==> config.mk <==
export PLATFORM = sky130hd
export DESIGN_NAME = encoder_count_to_rev_angle_top_flat
export DESIGN_NICKNAME = d
export VERILOG_FILES = /design/src/rtl/ecra_pkg.sv /design/src/rtl/ecra_ifs.sv /design/src/rtl/ecra_cfg.sv /design/src/rtl/ecra_div.sv /design/src/rtl/encoder_count_to_rev_angle_top.sv /design/src/flat_wrapper.sv
export SDC_FILE = /design/constraint.sdc
export NUM_CORES = 2
export LEC_CHECK = 0
export BUFFER_PORTS_ARGS = -buffer_cell sky130_fd_sc_hd__buf_4
export CAP_MARGIN = 20
export CORE_UTILIZATION = 60
export DETAILED_ROUTE_END_ITERATION = 8
export PLACE_DENSITY_LB_ADDON = 0.25
export SLEW_MARGIN = 0
export SYNTH_ARGS = -nofsm -noshare
export SYNTH_HDL_FRONTEND = slang
export SYNTH_SLANG_ARGS = --single-unit
==> constraint.sdc <==
create_clock -name clk -period 13.24 [get_ports clk]
set_input_delay 1.324 -clock clk [delete_from_list [all_inputs] [get_ports clk]]
set_output_delay 1.324 -clock clk [all_outputs]
set_load 0.02 [all_outputs]
==> src/rtl/ecra_pkg.sv <==
`default_nettype none
// ----------------------------------------------------------------------------
// ecra_pkg: shared types and constants
// Widths, arithmetic constants, register indexes and handshake structs for the
// encoder count to revolution and angle converter.
// ----------------------------------------------------------------------------
package ecra_pkg;

  // field widths
  localparam int RAW_W   = 16;
  localparam int POS_W   = 32;
  localparam int CPR_W   = 16;
  localparam int GEAR_W  = 10;
  localparam int THOU_W  = 10;
  localparam int DEG_W   = 9;
  localparam int HUND_W  = 7;

  // configuration port
  localparam int CFG_IDX_W  = 2;
  localparam int CFG_DATA_W = 16;
  localparam logic [CFG_IDX_W-1:0] REG_CPR      = 2'd0;
  localparam logic [CFG_IDX_W-1:0] REG_GEAR_NUM = 2'd1;
  localparam logic [CFG_IDX_W-1:0] REG_GEAR_DEN = 2'd2;

  // register reset values
  localparam logic [CPR_W-1:0]  CPR_RST      = 16'd64;
  localparam logic [GEAR_W-1:0] GEAR_NUM_RST = 10'd192;
  localparam logic [GEAR_W-1:0] GEAR_DEN_RST = 10'd10;

  // shared divider sizes
  localparam int DVD_W  = 42;  // widest dividend: |pos| * den
  localparam int DVR_W  = 26;  // widest divisor: cpr * num
  localparam int CNT_W  = 6;
  localparam int WREV_W = 42;  // wheel whole-revolution magnitude

  // arithmetic constants
  localparam int K_MILLI = 1000;
  localparam int K_CDEG  = 36000;
  localparam int K_CENT  = 100;
  localparam int K_DEG       = K_CDEG / K_CENT;   // 360
  localparam int K_FRAC_CDEG = K_CDEG / K_MILLI;  // 36
  // x / 100 as (x * 5243) >> 19, exact for x below 43690
  localparam int K_RECIP_CENT = 5243;
  localparam int K_RECIP_SH   = 19;

  // configuration after the zero guards
  typedef struct packed {
    logic [CPR_W-1:0]  cpr;
    logic [GEAR_W-1:0] num;
    logic [GEAR_W-1:0] den;
  } cfg_t;

  // divider request and status
  typedef struct packed {
    logic             start;
    logic [CNT_W-1:0] nbits;
  } div_req_t;

  typedef struct packed {
    logic busy;
    logic done;
  } div_sts_t;

  // signed whole revolutions from sign and magnitude, clamped to 32 bits
  function automatic logic signed [POS_W-1:0] sat_rev(input logic neg,
                                                      input logic [WREV_W-1:0] mag);
    logic [POS_W-1:0] low;
    low = mag[POS_W-1:0];
    if (!neg) begin
      if (mag > WREV_W'(32'h7FFF_FFFF)) sat_rev = 32'sh7FFF_FFFF;
      else sat_rev = signed'(low);
    end else begin
      if (mag > WREV_W'(32'h8000_0000)) sat_rev = 32'sh8000_0000;
      else sat_rev = signed'(~low + 32'd1);
    end
  endfunction

endpackage : ecra_pkg
`default_nettype wire

==> src/rtl/ecra_ifs.sv <==
`default_nettype none
// ----------------------------------------------------------------------------
// ecra channel interfaces
// Valid/ready channels for configuration writes, counter samples and results.
// ----------------------------------------------------------------------------
interface ecra_cfg_if;
  logic                             valid;
  logic                             ready;
  logic [ecra_pkg::CFG_IDX_W-1:0]   index;
  logic [ecra_pkg::CFG_DATA_W-1:0]  data;
  modport source (output valid, index, data, input ready);
  modport sink   (input valid, index, data, output ready);
endinterface : ecra_cfg_if

interface ecra_in_if;
  logic                         valid;
  logic                         ready;
  logic [ecra_pkg::RAW_W-1:0]   raw_counter;
  modport source (output valid, raw_counter, input ready);
  modport sink   (input valid, raw_counter, output ready);
endinterface : ecra_in_if

interface ecra_out_if;
  logic                                valid;
  logic                                ready;
  logic signed [ecra_pkg::POS_W-1:0]   position_count;
  logic signed [ecra_pkg::POS_W-1:0]   motor_rev_whole;
  logic [ecra_pkg::THOU_W-1:0]         motor_rev_thousandths;
  logic signed [ecra_pkg::POS_W-1:0]   wheel_rev_whole;
  logic [ecra_pkg::THOU_W-1:0]         wheel_rev_thousandths;
  logic [ecra_pkg::DEG_W-1:0]          motor_angle_deg;
  logic [ecra_pkg::HUND_W-1:0]         motor_angle_hundredths;
  logic [ecra_pkg::DEG_W-1:0]          wheel_angle_deg;
  logic [ecra_pkg::HUND_W-1:0]         wheel_angle_hundredths;
  modport source (output valid, position_count, motor_rev_whole, motor_rev_thousandths,
                  wheel_rev_whole, wheel_rev_thousandths, motor_angle_deg,
                  motor_angle_hundredths, wheel_angle_deg, wheel_angle_hundredths,
                  input ready);
  modport sink   (input valid, position_count, motor_rev_whole, motor_rev_thousandths,
                  wheel_rev_whole, wheel_rev_thousandths, motor_angle_deg,
                  motor_angle_hundredths, wheel_angle_deg, wheel_angle_hundredths,
                  output ready);
endinterface : ecra_out_if
`default_nettype wire

==> src/rtl/ecra_cfg.sv <==
`default_nettype none
// ----------------------------------------------------------------------------
// ecra_cfg: configuration registers
// Holds counts per revolution and the gear ratio, applies the zero guards.
// ----------------------------------------------------------------------------
module ecra_cfg (
  input  wire logic        clk,
  input  wire logic        rst,
  ecra_cfg_if.sink         cfg,
  output ecra_pkg::cfg_t   cfg_eff
);
  import ecra_pkg::*;

  logic [CPR_W-1:0]  cpr;
  logic [GEAR_W-1:0] num;
  logic [GEAR_W-1:0] den;

  // writes are always taken, unknown indexes are dropped
  assign cfg.ready = 1'b1;

  // register file
  always_ff @(posedge clk) begin
    if (rst) begin
      cpr <= CPR_RST;
      num <= GEAR_NUM_RST;
      den <= GEAR_DEN_RST;
    end else if (cfg.valid) begin
      case (cfg.index)
        REG_CPR:      cpr <= cfg.data;
        REG_GEAR_NUM: num <= cfg.data[GEAR_W-1:0];
        REG_GEAR_DEN: den <= cfg.data[GEAR_W-1:0];
        default:      ;
      endcase
    end
  end

  // zero counts or zero numerator act as one, zero denominator stays
  always_comb begin
    cfg_eff.cpr = (cpr == '0) ? CPR_W'(1) : cpr;
    cfg_eff.num = (num == '0) ? GEAR_W'(1) : num;
    cfg_eff.den = den;
  end

endmodule : ecra_cfg
`default_nettype wire

==> src/rtl/ecra_div.sv <==
`default_nettype none
// ----------------------------------------------------------------------------
// ecra_div: shared restoring divider
// Unsigned divide, one quotient bit per cycle over a left-aligned dividend of
// a requested number of bits.
// ----------------------------------------------------------------------------
module ecra_div (
  input  wire logic                       clk,
  input  wire logic                       rst,
  input  wire ecra_pkg::div_req_t         req,
  input  wire logic [ecra_pkg::DVD_W-1:0] dividend,
  input  wire logic [ecra_pkg::DVR_W-1:0] divisor,
  output ecra_pkg::div_sts_t              sts,
  output logic [ecra_pkg::DVD_W-1:0]      quotient,
  output logic [ecra_pkg::DVR_W-1:0]      remainder
);
  import ecra_pkg::*;

  logic                busy;
  logic                done;
  logic [CNT_W-1:0]    cnt;
  logic [DVD_W-1:0]    quo;
  logic [DVR_W-1:0]    rem;
  logic [DVR_W-1:0]    dvr;

  logic [DVR_W:0]      rem_sh;
  logic                ge;
  logic [DVR_W-1:0]    rem_next;

  // one trial subtract per cycle
  always_comb begin
    rem_sh   = {rem, quo[DVD_W-1]};
    ge       = (rem_sh >= {1'b0, dvr});
    rem_next = ge ? DVR_W'(rem_sh - {1'b0, dvr}) : rem_sh[DVR_W-1:0];
  end

  // control
  always_ff @(posedge clk) begin
    if (rst) begin
      busy <= 1'b0;
      done <= 1'b0;
      cnt  <= '0;
    end else begin
      done <= 1'b0;
      if (req.start && !busy) begin
        busy <= 1'b1;
        cnt  <= req.nbits;
      end else if (busy) begin
        cnt <= cnt - CNT_W'(1);
        if (cnt == CNT_W'(1)) begin
          busy <= 1'b0;
          done <= 1'b1;
        end
      end
    end
  end

  // datapath
  always_ff @(posedge clk) begin
    if (req.start && !busy) begin
      quo <= dividend;
      rem <= '0;
      dvr <= divisor;
    end else if (busy) begin
      quo <= {quo[DVD_W-2:0], ge};
      rem <= rem_next;
    end
  end

  assign sts.busy  = busy;
  assign sts.done  = done;
  assign quotient  = quo;
  assign remainder = rem;

endmodule : ecra_div
`default_nettype wire

==> src/rtl/encoder_count_to_rev_angle_top.sv <==
// Sequence: after a sample transfer, the setup states ST_PREP and ST_MUL, six
//   shared-divider runs and the output load lead to result valid.
// Samples: a new sample is taken only after the last one has finished, also while
//   its result waits in the output register; a stalled result holds the next one.
// Reset (rst, synchronous): position and last counter clear to zero, registers
//   return to 64 counts, gear ratio 192/10, no result pending.
`default_nettype none
// ----------------------------------------------------------------------------
// encoder_count_to_rev_angle_top: encoder position and angle converter
// Extends a 16-bit counter into a 32-bit position and derives motor and wheel
// revolutions and shaft angles through a sequenced shared divider.
// ----------------------------------------------------------------------------
module encoder_count_to_rev_angle_top (
  input  wire logic   clk,
  input  wire logic   rst,
  ecra_cfg_if.sink    cfg,
  ecra_in_if.sink     sample,
  ecra_out_if.source  result
);
  import ecra_pkg::*;

  // sequencer states
  localparam logic [2:0] ST_IDLE   = 3'd0;
  localparam logic [2:0] ST_PREP   = 3'd1;
  localparam logic [2:0] ST_MUL    = 3'd2;
  localparam logic [2:0] ST_ISSUE  = 3'd3;
  localparam logic [2:0] ST_WAIT   = 3'd4;
  localparam logic [2:0] ST_FINISH = 3'd5;

  // division steps, all by a configured divisor
  localparam logic [2:0] OP_MMOD  = 3'd0;  // |pos| / cpr
  localparam logic [2:0] OP_MTHOU = 3'd1;  // motor remainder*1000 / cpr
  localparam logic [2:0] OP_WREV  = 3'd2;  // |pos|*den / (cpr*num)
  localparam logic [2:0] OP_WTHOU = 3'd3;  // wheel remainder*1000 / (cpr*num)
  localparam logic [2:0] OP_MDEG  = 3'd4;  // folded position*360 / cpr
  localparam logic [2:0] OP_MHUND = 3'd5;  // degree remainder*100 / cpr

  // dividend widths of the short steps
  localparam int MTHOU_W = 26;  // (cpr-1) * 1000
  localparam int WTHOU_W = 36;  // (cpr*num-1) * 1000
  localparam int MDEG_W  = 25;  // (cpr-1) * 360
  localparam int MHUND_W = 23;  // (cpr-1) * 100

  cfg_t             cfg_eff;
  div_req_t         div_req;
  div_sts_t         div_sts;
  logic [DVD_W-1:0] div_dvd;
  logic [DVR_W-1:0] div_dvr;
  logic [DVD_W-1:0] div_quo;
  logic [DVR_W-1:0] div_rem;

  logic [2:0]        state;
  logic [2:0]        op;
  logic [RAW_W-1:0]  last_raw;
  logic [POS_W-1:0]  pos;
  logic              neg;
  logic [POS_W-1:0]  mag;
  logic [DVD_W-1:0]  p_wheel;
  logic [DVR_W-1:0]  cpr_num;
  logic [POS_W-1:0]  mwhole;
  logic [CPR_W-1:0]  mrem;
  logic [THOU_W-1:0] mthou;
  logic [WREV_W-1:0] wwhole;
  logic [DVR_W-1:0]  wrem;
  logic [THOU_W-1:0] wthou;
  logic [THOU_W-1:0] wfrac;
  logic [CPR_W-1:0]  mmod;
  logic [DEG_W-1:0]  mdeg;
  logic [CPR_W-1:0]  mdrem;
  logic [HUND_W-1:0] mhund;
  logic [15:0]       wcdeg;
  logic [DEG_W-1:0]  wdeg;
  logic [HUND_W-1:0] whund;
  logic              out_valid;
  logic              out_load;

  logic [RAW_W-1:0]   delta;
  logic [MTHOU_W-1:0] mthou_dvd;
  logic [WTHOU_W-1:0] wthou_dvd;
  logic [MDEG_W-1:0]  mdeg_dvd;
  logic [MHUND_W-1:0] mhund_dvd;

  ecra_cfg u_cfg (
    .clk     (clk),
    .rst     (rst),
    .cfg     (cfg),
    .cfg_eff (cfg_eff)
  );

  ecra_div u_div (
    .clk       (clk),
    .rst       (rst),
    .req       (div_req),
    .dividend  (div_dvd),
    .divisor   (div_dvr),
    .sts       (div_sts),
    .quotient  (div_quo),
    .remainder (div_rem)
  );

  assign sample.ready = (state == ST_IDLE);
  assign delta        = sample.raw_counter - last_raw;
  assign mthou_dvd    = MTHOU_W'(mrem) * MTHOU_W'(K_MILLI);
  assign wthou_dvd    = WTHOU_W'(wrem) * WTHOU_W'(K_MILLI);
  assign mdeg_dvd     = MDEG_W'(mmod) * MDEG_W'(K_DEG);
  assign mhund_dvd    = MHUND_W'(mdrem) * MHUND_W'(K_CENT);
  assign out_load     = (state == ST_FINISH) && (!out_valid || result.ready);

  // operand select, dividends left-aligned to the step's bit count
  always_comb begin
    div_req.start = (state == ST_ISSUE);
    case (op)
      OP_MMOD: begin
        div_req.nbits = CNT_W'(POS_W);
        div_dvd       = {mag, (DVD_W-POS_W)'(0)};
        div_dvr       = DVR_W'(cfg_eff.cpr);
      end
      OP_MTHOU: begin
        div_req.nbits = CNT_W'(MTHOU_W);
        div_dvd       = {mthou_dvd, (DVD_W-MTHOU_W)'(0)};
        div_dvr       = DVR_W'(cfg_eff.cpr);
      end
      OP_WREV: begin
        div_req.nbits = CNT_W'(DVD_W);
        div_dvd       = p_wheel;
        div_dvr       = cpr_num;
      end
      OP_WTHOU: begin
        div_req.nbits = CNT_W'(WTHOU_W);
        div_dvd       = {wthou_dvd, (DVD_W-WTHOU_W)'(0)};
        div_dvr       = cpr_num;
      end
      OP_MDEG: begin
        div_req.nbits = CNT_W'(MDEG_W);
        div_dvd       = {mdeg_dvd, (DVD_W-MDEG_W)'(0)};
        div_dvr       = DVR_W'(cfg_eff.cpr);
      end
      OP_MHUND: begin
        div_req.nbits = CNT_W'(MHUND_W);
        div_dvd       = {mhund_dvd, (DVD_W-MHUND_W)'(0)};
        div_dvr       = DVR_W'(cfg_eff.cpr);
      end
      default: begin
        div_req.nbits = CNT_W'(POS_W);
        div_dvd       = '0;
        div_dvr       = DVR_W'(cfg_eff.cpr);
      end
    endcase
  end

  // sequencer and control state
  always_ff @(posedge clk) begin
    if (rst) begin
      state     <= ST_IDLE;
      op        <= OP_MMOD;
      last_raw  <= '0;
      pos       <= '0;
      out_valid <= 1'b0;
    end else begin
      if (out_load) out_valid <= 1'b1;
      else if (result.ready) out_valid <= 1'b0;
      case (state)
        ST_IDLE: begin
          if (sample.valid) begin
            last_raw <= sample.raw_counter;
            pos      <= pos + {{(POS_W-RAW_W){delta[RAW_W-1]}}, delta};
            state    <= ST_PREP;
          end
        end
        ST_PREP:  state <= ST_MUL;
        ST_MUL: begin
          op    <= OP_MMOD;
          state <= ST_ISSUE;
        end
        ST_ISSUE: state <= ST_WAIT;
        ST_WAIT: begin
          if (div_sts.done) begin
            if (op == OP_MHUND) begin
              state <= ST_FINISH;
            end else begin
              op    <= op + 3'd1;
              state <= ST_ISSUE;
            end
          end
        end
        ST_FINISH: begin
          if (out_load) state <= ST_IDLE;
        end
        default: state <= ST_IDLE;
      endcase
    end
  end

  // sign, magnitude and products
  always_ff @(posedge clk) begin
    if (state == ST_PREP) begin
      neg     <= pos[POS_W-1];
      mag     <= pos[POS_W-1] ? (~pos + POS_W'(1)) : pos;
      cpr_num <= DVR_W'(cfg_eff.cpr) * DVR_W'(cfg_eff.num);
    end
    if (state == ST_MUL) begin
      p_wheel <= DVD_W'(mag) * DVD_W'(cfg_eff.den);
    end
    // wheel angle in centidegrees, then whole degrees by reciprocal
    if (state == ST_ISSUE && op == OP_MDEG) begin
      wcdeg <= 16'(wfrac) * 16'(K_FRAC_CDEG);
    end
    if (state == ST_ISSUE && op == OP_MHUND) begin
      wdeg <= DEG_W'((32'(wcdeg) * 32'(K_RECIP_CENT)) >> K_RECIP_SH);
    end
  end

  // capture of each division result
  always_ff @(posedge clk) begin
    if (state == ST_WAIT && div_sts.done) begin
      case (op)
        OP_MMOD: begin
          mwhole <= div_quo[POS_W-1:0];
          mrem   <= div_rem[CPR_W-1:0];
          // position modulo cpr folded into 0..cpr-1
          if (neg && div_rem[CPR_W-1:0] != '0)
            mmod <= cfg_eff.cpr - div_rem[CPR_W-1:0];
          else
            mmod <= div_rem[CPR_W-1:0];
        end
        OP_MTHOU:  mthou <= div_quo[THOU_W-1:0];
        OP_WREV: begin
          wwhole <= div_quo[WREV_W-1:0];
          wrem   <= div_rem;
        end
        OP_WTHOU: begin
          wthou <= div_quo[THOU_W-1:0];
          // fraction folded into 0..999 for the angle
          if (neg && div_quo[THOU_W-1:0] != '0)
            wfrac <= THOU_W'(K_MILLI) - div_quo[THOU_W-1:0];
          else
            wfrac <= div_quo[THOU_W-1:0];
        end
        OP_MDEG: begin
          mdeg  <= div_quo[DEG_W-1:0];
          mdrem <= div_rem[CPR_W-1:0];
        end
        OP_MHUND: begin
          mhund <= div_quo[HUND_W-1:0];
          whund <= HUND_W'(wcdeg - 16'(wdeg) * 16'(K_CENT));
        end
        default: ;
      endcase
    end
  end

  // output register
  always_ff @(posedge clk) begin
    if (out_load) begin
      result.position_count         <= signed'(pos);
      result.motor_rev_whole        <= sat_rev(neg, WREV_W'(mwhole));
      result.motor_rev_thousandths  <= mthou;
      result.wheel_rev_whole        <= sat_rev(neg, wwhole);
      result.wheel_rev_thousandths  <= wthou;
      result.motor_angle_deg        <= mdeg;
      result.motor_angle_hundredths <= mhund;
      result.wheel_angle_deg        <= wdeg;
      result.wheel_angle_hundredths <= whund;
    end
  end

  assign result.valid = out_valid;

endmodule : encoder_count_to_rev_angle_top
`default_nettype wire

==> src/flat_wrapper.sv <==
// flat-port wrapper written by rule: the top's interface ports become plain ports
module encoder_count_to_rev_angle_top_flat import ecra_pkg::*;
  (clk, rst, cfg_valid, cfg_index, cfg_data, cfg_ready, sample_valid, sample_raw_counter, sample_ready, result_valid, result_position_count, result_motor_rev_whole, result_motor_rev_thousandths, result_wheel_rev_whole, result_wheel_rev_thousandths, result_motor_angle_deg, result_motor_angle_hundredths, result_wheel_angle_deg, result_wheel_angle_hundredths, result_ready);
  ecra_cfg_if cfg_i ();
  ecra_in_if sample_i ();
  ecra_out_if result_i ();
  input  wire logic clk;
  input  wire logic rst;
  input wire logic [$bits(cfg_i.valid)-1:0] cfg_valid;
  input wire logic [$bits(cfg_i.index)-1:0] cfg_index;
  input wire logic [$bits(cfg_i.data)-1:0] cfg_data;
  output wire logic [$bits(cfg_i.ready)-1:0] cfg_ready;
  input wire logic [$bits(sample_i.valid)-1:0] sample_valid;
  input wire logic [$bits(sample_i.raw_counter)-1:0] sample_raw_counter;
  output wire logic [$bits(sample_i.ready)-1:0] sample_ready;
  output wire logic [$bits(result_i.valid)-1:0] result_valid;
  output wire logic [$bits(result_i.position_count)-1:0] result_position_count;
  output wire logic [$bits(result_i.motor_rev_whole)-1:0] result_motor_rev_whole;
  output wire logic [$bits(result_i.motor_rev_thousandths)-1:0] result_motor_rev_thousandths;
  output wire logic [$bits(result_i.wheel_rev_whole)-1:0] result_wheel_rev_whole;
  output wire logic [$bits(result_i.wheel_rev_thousandths)-1:0] result_wheel_rev_thousandths;
  output wire logic [$bits(result_i.motor_angle_deg)-1:0] result_motor_angle_deg;
  output wire logic [$bits(result_i.motor_angle_hundredths)-1:0] result_motor_angle_hundredths;
  output wire logic [$bits(result_i.wheel_angle_deg)-1:0] result_wheel_angle_deg;
  output wire logic [$bits(result_i.wheel_angle_hundredths)-1:0] result_wheel_angle_hundredths;
  input wire logic [$bits(result_i.ready)-1:0] result_ready;
  assign cfg_i.valid = cfg_valid;
  assign cfg_i.index = cfg_index;
  assign cfg_i.data = cfg_data;
  assign cfg_ready = cfg_i.ready;
  assign sample_i.valid = sample_valid;
  assign sample_i.raw_counter = sample_raw_counter;
  assign sample_ready = sample_i.ready;
  assign result_valid = result_i.valid;
  assign result_position_count = result_i.position_count;
  assign result_motor_rev_whole = result_i.motor_rev_whole;
  assign result_motor_rev_thousandths = result_i.motor_rev_thousandths;
  assign result_wheel_rev_whole = result_i.wheel_rev_whole;
  assign result_wheel_rev_thousandths = result_i.wheel_rev_thousandths;
  assign result_motor_angle_deg = result_i.motor_angle_deg;
  assign result_motor_angle_hundredths = result_i.motor_angle_hundredths;
  assign result_wheel_angle_deg = result_i.wheel_angle_deg;
  assign result_wheel_angle_hundredths = result_i.wheel_angle_hundredths;
  assign result_i.ready = result_ready;
  encoder_count_to_rev_angle_top u_core (.clk(clk), .rst(rst), .cfg(cfg_i), .sample(sample_i), .result(result_i));
endmodule
-- Word level (Yosys, flattened, before mapping)
Index checks and enable logic that the tools add are counted.
- flip-flop bits (word level): 666
- bits in latches: 0
- RAM bits: 0
- ROM bits: 0
- bits of input ports: 39
- output and inout port bits: 151
- logic and storage cells: 156
- memories: 0
- add/subtract/negate cells: 11
- multiply operators: 9
- div/mod/pow operators: 0
- magnitude comparators: 5
- equal/unequal tests: 17
- shift-type cells: 0
- muxes and demuxes: 33
- bitwise operators: 4
- reduce and logical (&&, ||, !) cells: 34
- operators by type and width (operator ; count):
    $pmux W42 S6 ; 1
    $mux W32 ; 6
    $add A32 B1 Y32 const B ; 3
    $not A32 Y32 ; 3
    $mux W42 ; 2
    $mux W16 ; 3
    $gt A42 B31 Y1 const B ; 1
    $gt A42 B32 Y1 const B ; 1
    $mul A32 B10 Y42 ; 1
    $mul A26 B7 Y33 const B ; 1
    $add A32 B32 Y32 ; 1
    $gt A32 B31 Y1 const B ; 1
    $gt A32 B32 Y1 const B ; 1
    $sub A16 B16 Y16 ; 2
    $mux W31 ; 1
    $pmux W6 S5 ; 1
    $ge A27 B26 Y1 ; 1
    $mul A14 B13 Y26 const B ; 1
    $mul A16 B10 Y26 ; 1
    $mux W26 ; 1
    $sub A26 B26 Y26 ; 1
    $mul A16 B7 Y23 const B ; 1
    $mul A16 B6 Y22 const B ; 1
    $mul A16 B5 Y21 const B ; 1
    other kinds (35) ; 76

-- Depth between registers and ports, before layout
- depth after elaboration: 5
- mapped depth: 26
- mapped depth without buffers: 25

-- Hierarchy
A second synthesis with hierarchy kept.
- cell total of the unflattened synthesis: 5854
- area, all modules: 59046.6 um^2
- by module, submodules not included (module ; instances ; cells each ; area each (um^2) ; seq. area each (um^2)):
    encoder_count_to_rev_angle_top ; 1 ; 5100 ; 51999.9 ; 15154.5
    ecra_div ; 1 ; 578 ; 5576.6 ; 2722.6
    ecra_cfg ; 1 ; 176 ; 1470.2 ; 720.7

-- Least setup slack after synthesis
Ideal clock, no wire load.
- path kind: input-to-reg
- start point: input result_ready
- end point: register u_core.result.motor_angle_deg[0] in the netlist's numbering, enable pin
- setup time: 653 ps
- data arrival time: 7468 ps
- data required time: 12587 ps
- path slack: 5119 ps
- stages: 2
- buffers on the path: 0
- path through: nor2b_1 nor2_1
- word-level cells in the longest chain between the ends: 2
- RTL lines (what ; line ; text):
    start, declared ; flat_wrapper.sv:26 ; input wire logic [$bits(result_i.ready)-1:0] result_ready;
    $logic_or A1 B1 Y1 ; encoder_count_to_rev_angle_top.sv:107 ; assign out_load = (state == ST_FINISH) && (!out_valid || result.ready);
    $logic_and A1 B1 Y1 ; encoder_count_to_rev_angle_top.sv:107 ;
    net u_core.out_load ; encoder_count_to_rev_angle_top.sv:75 ; logic out_load;
    end signal, assigned ; encoder_count_to_rev_angle_top.sv:260 ; result.motor_angle_deg <= mdeg;
    end, declared ; ecra_ifs.sv:36 ; wheel_rev_whole, wheel_rev_thousandths, motor_angle_deg,
The timed path passes the listed nets, and every way through them passes these cells.
A chain may end at the register's enable or synchronous reset.

-- Worst setup path in the final report
- start point: register u_core.u_cfg.den[1]
- end point: register u_core.p_wheel[39], data pin
- word-level cells in the longest chain between the ends: 1
- RTL lines (what ; line ; text):
    start, declared ; ecra_cfg.sv:16 ; logic [GEAR_W-1:0] den;
    start signal, assigned ; ecra_cfg.sv:31 ; REG_GEAR_DEN: den <= cfg.data[GEAR_W-1:0];
    $mul A32 B10 Y42 ; encoder_count_to_rev_angle_top.sv:202 ; p_wheel <= DVD_W'(mag) * DVD_W'(cfg_eff.den);
    end signal, assigned ; encoder_count_to_rev_angle_top.sv:202 ;
    end, declared ; encoder_count_to_rev_angle_top.sv:58 ; logic [DVD_W-1:0] p_wheel;
No other way between the ends.

==> results.md <==
- The biggest area contributor in the post-synthesis netlist is edfxtp_1.
- The required time of the critical path is 13660 ps.
- The global-route wire length before repair is 230000 um.
- Yosys attributes the largest share of cell area to edfxtp_1, fa_1, ha_1, inv_1, dfxtp_1.
- The count of cell types in the netlist is 89.
- The maximum vdd ir drop is 0.1554 mV.
- Global routing finished with a remaining overflow of 0.
- The post-route clock skew is 37.25 ps.
- Wire segments on met3 add up to 10130 um in the final route.
- The worst path setup slack after routing is 6033 ps.
- Setup repair after global routing left no endpoint under its margin.
- The number of clock sinks is 661.
- The flip-flop and latch count after synthesis is 661.
- Dividing the final minimum period by the clock period gives 54.43%.
- The placement row count is 114.
- The uppermost signal routing layer after detailed routing is met5.
- STA puts the critical path data arrival time at 7630 ps.
- The residual DRC count is 29.
- Sequential cells were found to cover 31.61% of the synthesized design area.
- The flow ran to the end, but the final reports show violations.
- The initial antenna violation count came to 2.
- The number of enable-type register cells in the synthesized netlist is 536.
- CTS built an H-tree with a depth of 3.
- The placer congestion estimate is 0.9356.
- The design draws 0.01076 W.
- Setup violations remaining at the end of the flow were counted as 0.
- After the last flow step, the layout net total stands at 7113.
- Clock tree synthesis inserted a total of 76 buffers.
- The die covers 99310 um2.
- The CTS tree is done.
- Across every metal layer, demand over resource in global routing totals 29.54%.
- The most frequent cell after synthesis is inv_1.
- The synthesized netlist occupies a cell area of 58830 um2.
- For this configuration, the core starts out at a cell density of 60.74%.
- In this run the static leakage power is 28.81 nW.
- The share of the synthesized area in the top cell type is 27.36%.
- The start-to-end type of the worst setup path is flip-flop to flip-flop.
- The vertical die dimension is 315.1 um.
- The pin count of the biggest net entering global routing is 80.
- The worst hold path stage count is 0.
- The number of warnings printed during yosys synthesis is 0.
- The source-to-sink clock delay at the later pin of the worst-skew pair is 680 ps.
- After clock tree synthesis, the clock-pin slew on the worst setup and hold paths is 60 ps.
- After filler insertion, the fill cell instance count of the layout stands at 7546.
- Sorting the synthesized cells by how often they occur yields inv_1, fa_1, ha_1.
- After technology mapping, the gate count stands at 5812.
- Buffers inserted to repair hold after CTS numbered 0.
- Across all hold checks on the routed design, the worst slack comes to 411.5 ps.
- The fraction of synthesis flops using an asynchronous set or reset pin is 0%.
- The min-delay analysis places its worst path in the category flip-flop to flip-flop.
- The setup TNS is 0 ps.
- A synthesized cell averages 10.12 um2.
- The routed length on met2 is 70430 um.
- In this run the post-CTS setup repair buffer count came out at 0.
- The post-CTS resize count is 0.
- The placement-stage worst setup slack is 6088 ps.
- The routed design has 144500 um of wire.
- After the first detailed-routing iteration, the DRC count stood at 3687.
- The growth of design area from synthesis to finish is 9.007%.
- The count of endpoints failing hold in the final timing report is 0.
- The type of element launching the critical path is a flip-flop.
- The cell chosen for the clock root is clkbuf_16.
- The transition at the pin with the smallest max-transition slack is 1054 ps.
- In the synthesized netlist the dominant register cell turns out to be edfxtp_1.
- For this run, the top clock speed supported by timing is 0.1388 GHz.
- The type of destination of the critical path is a flip-flop.
- The maximum fanout encountered on the critical timing path is 20.
- The number of ports placed on the die boundary is 190.
- After detailed routing, the wire length on met1 is 59050 um.
- The number of diodes added for antenna fixing is 0.
- The final number of max-transition violations is 0.
- The longest clock path from root to sink contains 3 buffers.
- After legalization and detailed placement, the total HPWL measured 110300 um.
- The headroom to the max-slew limit is 29.70%.
- The number of global-route vias before repair is 42630.
- The detail-routed net length per standard cell is 19.95 um.
- For the worst flop-to-flop path, the logic depth is 23.
- In this run the tool buffered the top-level ports with 186 buffer cells.
- In this run the power density over the cells is 167.7 nW/um2.
- After detailed routing, the number of vias per cell comes to 5.897.
- The core occupancy in the finished layout is 66.22%.
- The overall die width is 315.1 um.
- The first-pass detailed-route iteration total is 9.
- The final reports fail on DRC.
- The number of max-cap violations is 0.
- The routed design could run at a clock period as short as 7207 ps.
- The layout cell share with drive strength beyond 1 is 7.188%.
- The total number of vias is 42720.
- The placeable core region is 96850 um2.
- The number of routed nets with antenna violations is 0.
==> report_power, final <==
part,internal [W],switching (W)
logic,0.00208,0.00312
clock network,0.00130,0.000923
registers,0.00283,0.000506
total,0.00621,0.00455
==> layout by cell type (no fill, tap or decap), drive strengths merged, types with 100 or more instances in the layout <==
cell type and instances:
a21oi 310, nor2 316, fa 601, o21ai 190, buf 243, dfxtp 125
nor3 100, ha 569, nand2 554, edfxtp 536, xnor2 185, and2 256
inv 886
==> area by class of cell <==
| cell class | count | area, um2 | area share [%] |
|---|---|---|---|
| tap | 1276 | 1597 | 2.490 |
| inverter | 876 | 3288 | 5.127 |
| clock inverter | 51 | 644.4 | 1.005 |
| clock buffer | 91 | 2009 | 3.133 |
| sequential | 661 | 18600 | 29.00 |
| multi-input combinational | 4046 | 36100 | 56.29 |
| timing repair buffer | 243 | 1896 | 2.956 |
==> worst paths after layout <==
path / from / to / slack, ps
max: u_core.u_cfg.den[1] / u_core.p_wheel[39] / 6030
min: u_core.mhund[6] / u_core.result.motor_angle_hundredths[6] / 410
max reg2reg: u_core.u_cfg.den[1] / u_core.p_wheel[39] / 6030
min reg2reg: u_core.mhund[6] / u_core.result.motor_angle_hundredths[6] / 410
==> flip-flops by register name, summed over array words and instances, names as in the netlist, 32 cells and up <==
register,flops
u_core.mwhole,32
u_core.mag,32
u_core.result.wheel_rev_whole,32
u_core.p_wheel,42
u_core.wwhole,42
u_core.u_div.quotient,42
u_core.result.position_count,32
u_core.result.motor_rev_whole,32
u_core.pos,32
==> worst max-delay path, cell delays in order (launching register included) <==
cell       delay, ps
dfxtp_1          620
buf_4            340
nand2_1          110
fa_1             510
inv_1             60
fa_1             490
inv_1             50
fa_1             470
inv_1             50
fa_1             520
inv_1             50
fa_1             530
inv_1             40
ha_1             350
a21o_1           200
a21o_1           170
a221o_1          360
a311o_1          310
a21oi_1          380
a41oi_1          210
and4_1           240
a2111oi_1        540
a21oi_1          160
xor2_1           170
==> logic make-up after synthesis <==
| family | Yosys count | share of synthesized area, % |
|---|---|---|
| and+or+nand+nor | 1515 | 12.31 |
| adders and majority gates | 1170 | 32.55 |
| buffers and inverters | 1106 | 7.127 |
| AOI/OAI and AO/OA | 1014 | 11.05 |
| DFF | 661 | 31.61 |
| xor gates and xnor gates | 260 | 3.871 |
| muxes | 84 | 1.470 |
| other | 2 | 0.01277 |
==> per-layer routing <==
metal | up-vias | GRT usage (%)
met1 | 21040 | 38.76
met4 | 2 | 10.14
met2 | 1599 | 50.09
li1 | 19780 | -
met5 | - | 0
met3 | 296 | 4.249
==> metrics by stage <==
stage                     area (um2)  instances
after floorplan                58840       5813
after global placement         61350       7094
after detailed placement       61360       7096
after CTS                      64020       7238
after global routing           64130       7244
final                          64130       7244
Note: power is estimated with default switching activity, not from simulation.
